## src/ncc_pkg.sv

```systemverilog
// Shared types and constants for the nearest centroid classifier.
package ncc_pkg;

    localparam int DEF_MAX_CLUSTERS = 16;
    localparam int DEF_MAX_DIMS     = 16;

    localparam int CFG_W   = 5;
    localparam int COORD_W = 16;
    localparam int SQ_W    = 32;
    localparam int DIST_W  = 38;
    localparam int COUNT_W = 32;

    localparam logic [DIST_W-1:0]  DIST_MAX  = {DIST_W{1'b1}};
    localparam logic [COUNT_W-1:0] COUNT_MAX = {COUNT_W{1'b1}};

    // Configuration register indexes
    localparam logic CFG_NUM_CLUSTERS = 1'b0;
    localparam logic CFG_NUM_DIMS     = 1'b1;

    typedef enum logic [1:0] {
        ACT_LOAD   = 2'd0,
        ACT_SAMPLE = 2'd1,
        ACT_READ   = 2'd2,
        ACT_CLEAR  = 2'd3
    } action_t;

    typedef enum logic [1:0] {
        KIND_ACK   = 2'd0,
        KIND_CLASS = 2'd1,
        KIND_COUNT = 2'd2
    } kind_t;

    // Commands from the controller to the datapath
    typedef struct packed {
        logic  accept;
        logic  cent_we;
        logic  samp_we;
        logic  issue;
        logic  issue_first;
        logic  issue_last;
        logic  cnt_rd;
        logic  cnt_sel_best;
        logic  cnt_upd;
        logic  cnt_clear;
        logic  out_load;
        kind_t out_kind;
    } cmd_t;

endpackage

```

## src/ncc_ctrl.sv

```systemverilog
// Controller: configuration registers, handshakes and the centroid walk sequencer.
module ncc_ctrl #(
    parameter int MAX_CLUSTERS = ncc_pkg::DEF_MAX_CLUSTERS,
    parameter int MAX_DIMS     = ncc_pkg::DEF_MAX_DIMS,
    localparam int KW = (MAX_CLUSTERS > 1) ? $clog2(MAX_CLUSTERS) : 1,
    localparam int DW = (MAX_DIMS > 1) ? $clog2(MAX_DIMS) : 1
) (
    input  logic                       aclk,
    input  logic                       aresetn,
    input  logic                       cfg_we,
    input  logic                       cfg_index,
    input  logic [ncc_pkg::CFG_W-1:0]  cfg_wdata,
    input  logic                       s_tvalid,
    output logic                       s_tready,
    input  logic [1:0]                 in_action,
    input  logic [3:0]                 in_dim,
    output logic                       m_tvalid,
    input  logic                       m_tready,
    input  logic                       pipe_busy,
    output ncc_pkg::cmd_t              cmd,
    output logic [KW-1:0]              walk_k,
    output logic [DW-1:0]              walk_d
);

    typedef enum logic [2:0] {
        ST_IDLE,
        ST_WALK,
        ST_DRAIN,
        ST_CUPD,
        ST_CREPLY
    } state_t;

    state_t                     state_reg, state_next;
    logic [KW-1:0]              k_reg, k_next;
    logic [DW-1:0]              d_reg, d_next;
    logic                       m_tvalid_reg, m_tvalid_next;
    logic [ncc_pkg::CFG_W-1:0]  num_clusters_reg;
    logic [ncc_pkg::CFG_W-1:0]  num_dims_reg;
    logic [KW-1:0]              nk_last;
    logic [DW-1:0]              nd_last;
    logic                       accept;
    logic                       classify;
    ncc_pkg::action_t           action;

    always_ff @(posedge aclk) begin
        if (!aresetn) begin
            num_clusters_reg <= ncc_pkg::CFG_W'(1);
            num_dims_reg     <= ncc_pkg::CFG_W'(1);
        end else if (cfg_we) begin
            unique case (cfg_index)
                ncc_pkg::CFG_NUM_CLUSTERS: num_clusters_reg <= cfg_wdata;
                ncc_pkg::CFG_NUM_DIMS:     num_dims_reg     <= cfg_wdata;
                default: ;
            endcase
        end
    end

    // Zero counts as one; clip at the store size
    always_comb begin
        if (num_clusters_reg == '0) begin
            nk_last = '0;
        end else if (int'(num_clusters_reg) > MAX_CLUSTERS) begin
            nk_last = KW'(MAX_CLUSTERS - 1);
        end else begin
            nk_last = KW'(num_clusters_reg - 1'b1);
        end
        if (num_dims_reg == '0) begin
            nd_last = '0;
        end else if (int'(num_dims_reg) > MAX_DIMS) begin
            nd_last = DW'(MAX_DIMS - 1);
        end else begin
            nd_last = DW'(num_dims_reg - 1'b1);
        end
    end

    assign action   = ncc_pkg::action_t'(in_action);
    assign s_tready = (state_reg == ST_IDLE) && (!m_tvalid_reg || m_tready);
    assign accept   = s_tvalid && s_tready;
    assign classify = (action == ncc_pkg::ACT_SAMPLE) && (int'(in_dim) == int'(nd_last));

    always_comb begin
        state_next = state_reg;
        k_next     = k_reg;
        d_next     = d_reg;
        cmd        = '0;
        cmd.out_kind = ncc_pkg::KIND_ACK;
        cmd.accept   = accept;
        unique case (state_reg)
            ST_IDLE: begin
                if (accept) begin
                    unique case (action)
                        ncc_pkg::ACT_LOAD: begin
                            cmd.cent_we  = 1'b1;
                            cmd.out_load = 1'b1;
                        end
                        ncc_pkg::ACT_SAMPLE: begin
                            cmd.samp_we = 1'b1;
                            if (classify) begin
                                k_next     = '0;
                                d_next     = '0;
                                state_next = ST_WALK;
                            end else begin
                                cmd.out_load = 1'b1;
                            end
                        end
                        ncc_pkg::ACT_READ: begin
                            cmd.cnt_rd = 1'b1;
                            state_next = ST_CREPLY;
                        end
                        default: begin
                            cmd.cnt_clear = 1'b1;
                            cmd.out_load  = 1'b1;
                        end
                    endcase
                end
            end
            ST_WALK: begin
                cmd.issue       = 1'b1;
                cmd.issue_first = (d_reg == '0);
                cmd.issue_last  = (d_reg == nd_last);
                if (d_reg == nd_last) begin
                    d_next = '0;
                    if (k_reg == nk_last) begin
                        state_next = ST_DRAIN;
                    end else begin
                        k_next = k_reg + 1'b1;
                    end
                end else begin
                    d_next = d_reg + 1'b1;
                end
            end
            ST_DRAIN: begin
                if (!pipe_busy) begin
                    cmd.cnt_rd       = 1'b1;
                    cmd.cnt_sel_best = 1'b1;
                    state_next       = ST_CUPD;
                end
            end
            ST_CUPD: begin
                cmd.cnt_upd  = 1'b1;
                cmd.out_load = 1'b1;
                cmd.out_kind = ncc_pkg::KIND_CLASS;
                state_next   = ST_IDLE;
            end
            ST_CREPLY: begin
                cmd.out_load = 1'b1;
                cmd.out_kind = ncc_pkg::KIND_COUNT;
                state_next   = ST_IDLE;
            end
            default: begin
                state_next = ST_IDLE;
            end
        endcase
        m_tvalid_next = cmd.out_load || (m_tvalid_reg && !m_tready);
    end

    always_ff @(posedge aclk) begin
        if (!aresetn) begin
            state_reg    <= ST_IDLE;
            k_reg        <= '0;
            d_reg        <= '0;
            m_tvalid_reg <= 1'b0;
        end else begin
            state_reg    <= state_next;
            k_reg        <= k_next;
            d_reg        <= d_next;
            m_tvalid_reg <= m_tvalid_next;
        end
    end

    assign m_tvalid = m_tvalid_reg;
    assign walk_k   = k_reg;
    assign walk_d   = d_reg;

    // A result never overwrites one that is still waiting
    a_no_overwrite: assert property (@(posedge aclk) disable iff (!aresetn)
        cmd.out_load |-> (!m_tvalid_reg || m_tready))
        else $error("result loaded over a pending transfer");

    // The count update sees the final best cluster
    a_drained: assert property (@(posedge aclk) disable iff (!aresetn)
        (state_reg == ST_CUPD) |-> !pipe_busy)
        else $error("count update before the distance pipeline drained");

    a_walk_bounds: assert property (@(posedge aclk) disable iff (!aresetn)
        (state_reg == ST_WALK) |-> ((k_reg <= nk_last) && (d_reg <= nd_last)))
        else $error("walk counters out of range");

    a_walk_done: assert property (@(posedge aclk) disable iff (!aresetn)
        ((state_reg == ST_WALK) && (state_next == ST_DRAIN)) |-> cmd.issue_last)
        else $error("walk ended before the last coordinate");

endmodule

```

## config.mk

```make
export PLATFORM = sky130hd
export DESIGN_NAME = ncc_ctrl
export DESIGN_NICKNAME = d
export VERILOG_FILES = /design/src/ncc_pkg.sv /design/src/ncc_ctrl.sv
export SDC_FILE = /design/constraint.sdc
export NUM_CORES = 1
export LEC_CHECK = 0
export ABC_CLOCK_PERIOD_IN_PS = 3000
export BUFFER_PORTS_ARGS = -buffer_cell sky130_fd_sc_hd__buf_2
export CAP_MARGIN = 20
export CORE_ASPECT_RATIO = 0.6
export CORE_MARGIN = 2
export CORE_UTILIZATION = 30
export DETAILED_ROUTE_END_ITERATION = 10
export GPL_TIMING_DRIVEN = 0
export HOLD_SLACK_MARGIN = 0.08
export PLACE_DENSITY = 0.5
export SYNTH_ARGS = -nofsm -noshare
export SYNTH_HDL_FRONTEND = slang
export SYNTH_SLANG_ARGS = --single-unit
export TNS_END_PERCENT = 50
```

## constraint.sdc

```tcl
create_clock -name aclk -period 3 [get_ports aclk]
set_input_delay 0.6 -clock aclk [delete_from_list [all_inputs] [get_ports aclk]]
set_output_delay 0.6 -clock aclk [all_outputs]
set_load 0.01 [all_outputs]
```

Word-level counts from Yosys, hierarchy flattened --
Index checks and enable logic that the tools add are counted.
Word-level totals: word-level logic and storage cells 89, register bits 22, output and inout port bits 23, bits of input ports 18
Operators by class: add/subtract/negate cells 4, order comparisons 2, bitwise logic cells 1, multiplexer cells 37, reductions and logical operators 21, eq/ne operators 18
Operators with widths (number):
- $mux 4 | 10
- $mux 3 | 6
- $pmux 4 s2 | 2
- $eq 4x4->1 | 3
- $ne 2x2->1 const B | 6
- $reduce_and 6->1 | 2
- $gt 5x5->1 const B | 2
- $logic_not 5->1 | 2
- $mux 1 | 9
- $pmux 3 s3 | 1
- $add 4x1->4 const B | 2
- $mux 2 | 4
- $sub 4x1->4 const B | 2
- $eq 3x2->1 const B | 2
- $pmux 1 s2 | 3
- $pmux 3 s2 | 1
- $logic_and 1x1->1 | 4
- $logic_not 4->1 | 1
- $pmux 2 s2 | 1
- $reduce_and 2->1 | 2
- $reduce_and 4->1 | 1
- $eq 3x1->1 const B | 1
- $eq 3x3->1 const B | 1
- $logic_not 3->1 | 1
- 12 further kinds | 14

Logic depth before layout (Yosys ltp) --
word-level depth 10, depth in mapped cells 10, depth with buffers taken out 9

Least setup slack after synthesis --
Ideal clock, no wire load.
path kind register to output, start point reg num_dims_reg[0] (netlist name), end point out cmd[2] (netlist name), cell stages (with the launch flop) 9, required time 2.400 ns, slack 0.223 ns, data arrival time 2.177 ns, path buffers 0, cells stage by stage dfxtp_1 > inv_1 > ha_1 > nor4b_4 > or3b_1 > a2111oi_2 > nand4_1 > and2_1 > a311o_1
RTL lines:
- start, declared | line ncc_ctrl.sv:38 | logic [ncc_pkg::CFG_W-1:0] num_dims_reg;
- start signal, assigned | line ncc_ctrl.sv:48 | num_dims_reg <= ncc_pkg::CFG_W'(1);
- start signal, assigned | line ncc_ctrl.sv:52 | ncc_pkg::CFG_NUM_DIMS: num_dims_reg <= cfg_wdata;
- end, declared | line ncc_ctrl.sv:20 | output ncc_pkg::cmd_t cmd,

==> flow_summary.json <==
{
  "status": "finished, violations left",
  "violations": "setup timing",
  "worstSetupPathType": "reg2out",
  "yosys_warnings": 0,
  "hp-class": "reg2reg",
  "layout.nets": 286,
  "grt_pass1_vias": 1456,
  "layout-drive-gt1-share": 0.3000,
  "power_leakage_nw": 0.9401,
  "ff2ff_setup_slack_ns": 0.10,
  "p_sw_frac": 0.3389,
  "synth-async-reset-ratio": 0,
  "cts_tree": "done",
  "power.density_mw_per_mm2": 390.4,
  "final_cell_mix": "40 x buf_2, 19 x dfxtp_1, 17 x nor2b_1, 17 x nand2_1, 12 x nor2_1",
  "drc": 0,
  "hold_viol": 0,
  "vias": 1679,
  "h-tree-depth": 1,
  "seqPwrFrac": 0.381,
  "clock_skew_ns": 0.001213,
  "fin_crit_ns": 3.123,
  "worstPathMaxFanout": 4,
  "grt-ovfl-total": 0,
  "dp_cells": 313,
  "worst_slack_ns": -0.1229,
  "dr.pass1.iters": 4,
  "clk_pin_slew_worst_paths_ns": 0.08,
  "ys_types": 54,
  "rsz0062_at_grt": "true",
  "die_w_um": 100.1,
  "cts.hold.buffers_added": 0,
  "die_area_mm2": 0.006169,
  "relSlewSlack": 0.6023,
  "p_int_w": 0.0005735,
  "antenna_found_initial": 0,
  "cp-end-kind": "output port",
  "switchingPower_w": 0.0002940,
  "cp.arrival_ns": 2.52,
  "synth-seq-cells": 22,
  "final_common_cell": "buf_2",
  "gp_congestion": 0.7373,
  "fillers": 553,
  "io_pins": 41,
  "fmax_mhz": 320.2,
  "pwr-share-comb": 0.372,
  "dpl.hpwl_um": 3269,
  "initial_core_util": 0.3192,
  "ys.flop_type": "dfxtp_1",
  "vias_per_cell": 5.150,
  "ant_nets": 0,
  "cp.required_ns": 2.40,
  "grt_max_degree": 13,
  "syn_avg_cell_area_um2": 8.027,
  "io_buffers": 40,
  "synth_nets": 232,
  "synth_edf_count": 0,
  "grt_pass1_wl_um": 7134,
  "die_y_um": 61.65,
  "clock_power_share": 0.247,
  "vdd_drop_max_v": 0.0001772,
  "drt_iter0_drc": 60,
  "synth_area_mm2": 0.001662,
  "diodes": 0,
  "wl_per_cell_um": 13.62,
  "maxSlewViolCount": 0,
  "postSynthCellCount": 207,
  "root_buffer": "clkbuf_8",
  "cts_buffer_depth": 2,
  "final_cells": 326,
  "drv_cap": 0,
  "cts_buffers": 3,
  "grt_use_total": 0.1478,
  "syn2layout_area_growth_pct": 33.73,
  "ys_seq_area_frac": 0.2651,
  "multiInputGateArea_mm2": 0.001294,
  "std_cell_rows": 20,
  "tightest_slew_ns": 0.5930,
  "cts_sinks": 22,
  "wirelength_um": 4440,
  "setup_tns_ns": -0.1229,
  "start_kind": "register",
  "finalSetupViolations": 1,
  "timing.final.crit_share": 1.041,
  "insertion_delay_ns": 0.26,
  "regArea_um2": 446.7,
  "final_util": 0.4269,
  "core_mm2": 0.005205
}
[critical path, stage by stage, from the launching register on]
cell and delay (ns):
dfxtp_2 0.37, inv_4 0.06, ha_4 0.24, nor4bb_4 0.16, o31a_1 0.35, a2111oi_4 0.29
nand4_1 0.19, and2_4 0.18, a311o_1 0.29, buf_2 0.15
[cell type report]
class | count | share of cell area
Timing Repair Buffer | 49 | 0.1239
Tap cell | 66 | 0.03716
Sequential cell | 22 | 0.2010
Buffer | 6 | 0.01182
Clock buffer | 4 | 0.02477
Inverter | 10 | 0.01914
Multi-Input combinational cell | 169 | 0.5822
[through the flow]
step | cell area (um2) | hold WS, ns | power (W) | setup slack (ns)
2_1_floorplan | 1662 | 0.4567 | 0.0005142 | 0.2235
3_3_place_gp | 1944 | 0.5071 | 0.0005997 | -0.2202
3_5_place_dp | 1944 | 0.4963 | 0.0005996 | -0.2039
4_1_cts | 2157 | 0.5611 | 0.0008496 | -0.09303
5_1_grt | 2222 | 0.5875 | 0.0009215 | -0.2356
6_report | 2222 | 0.5554 | 0.0008675 | -0.1229
[cell families after synthesis]
family	after synthesis	share of synthesized area
xor+xnor	4	0.02109
mux	7	0.04217
compound gates	45	0.2026
buf+inv	16	0.03840
fa+ha+maj	7	0.05271
simple gates	106	0.3780
flops	22	0.2651
[timing repair]
| action | 4_1_cts | 5_1_grt |
|---|---|---|
| setup buffers | 9 | 1 |
| gates resized for setup | 20 | 12 |
| pin swaps | 10 | 10 |
| setup endpoints to repair | 2 | 6 |
[routing by layer]
metal | routed length (um) | up-vias | track usage
met3 | 225 | 2 | 0.03519
met2 | 1744 | 34 | 0.2133
met5 | 0 | - | 0
li1 | - | 872 | -
met4 | 10 | 0 | 0.01761
met1 | 2459 | 771 | 0.2274
[power by group through the flow]
stage          Combinational, W  Sequential, W  Clock (W)
6_report               0.000323       0.000331   0.000214
4_1_cts                0.000296       0.000331   0.000223
3_5_place_dp           0.000263       0.000336          0
3_3_place_gp           0.000263       0.000336          0
5_1_grt                0.000351       0.000334   0.000237
2_1_floorplan          0.000182       0.000332          0
[synthesized netlist by cell type, types with 3 or more instances]
cell       n  area (um2)
or3b_1     4       35.03
nor3_1     6       30.03
nand2b_1   8       50.05
nor2_1    12       45.04
mux2i_1    7       70.07
or3_1      5       31.28
a31oi_1    4       25.02
dfxtp_1   22       440.4
inv_1      9       33.78
nand3_1   11       55.05
clkbuf_1   5       18.77
o21ai_0    8       40.04
a21boi_0   5       37.54
nor4_1     3       18.77
nand2_1   17       63.81
o21bai_1   3       22.52
ha_1       7       87.58
a21oi_1    4       20.02
and2_1     3       18.77
nor2b_1   18       112.6
[path summary, 6_finish.rpt]
kind,from,cells past startpoint,endpoint
setup / recovery,num_dims_reg[1]$_SDFFE_PN0P_,9,cmd[2]
hold / removal,walk_k[0]$_SDFFE_PN0P_,2,walk_k[0]$_SDFFE_PN0P_
setup reg to reg,num_dims_reg[1]$_SDFFE_PN0P_,12,walk_k[1]$_SDFFE_PN0P_
hold reg to reg,walk_k[0]$_SDFFE_PN0P_,2,walk_k[0]$_SDFFE_PN0P_
Power figures use the tool's default switching activity.
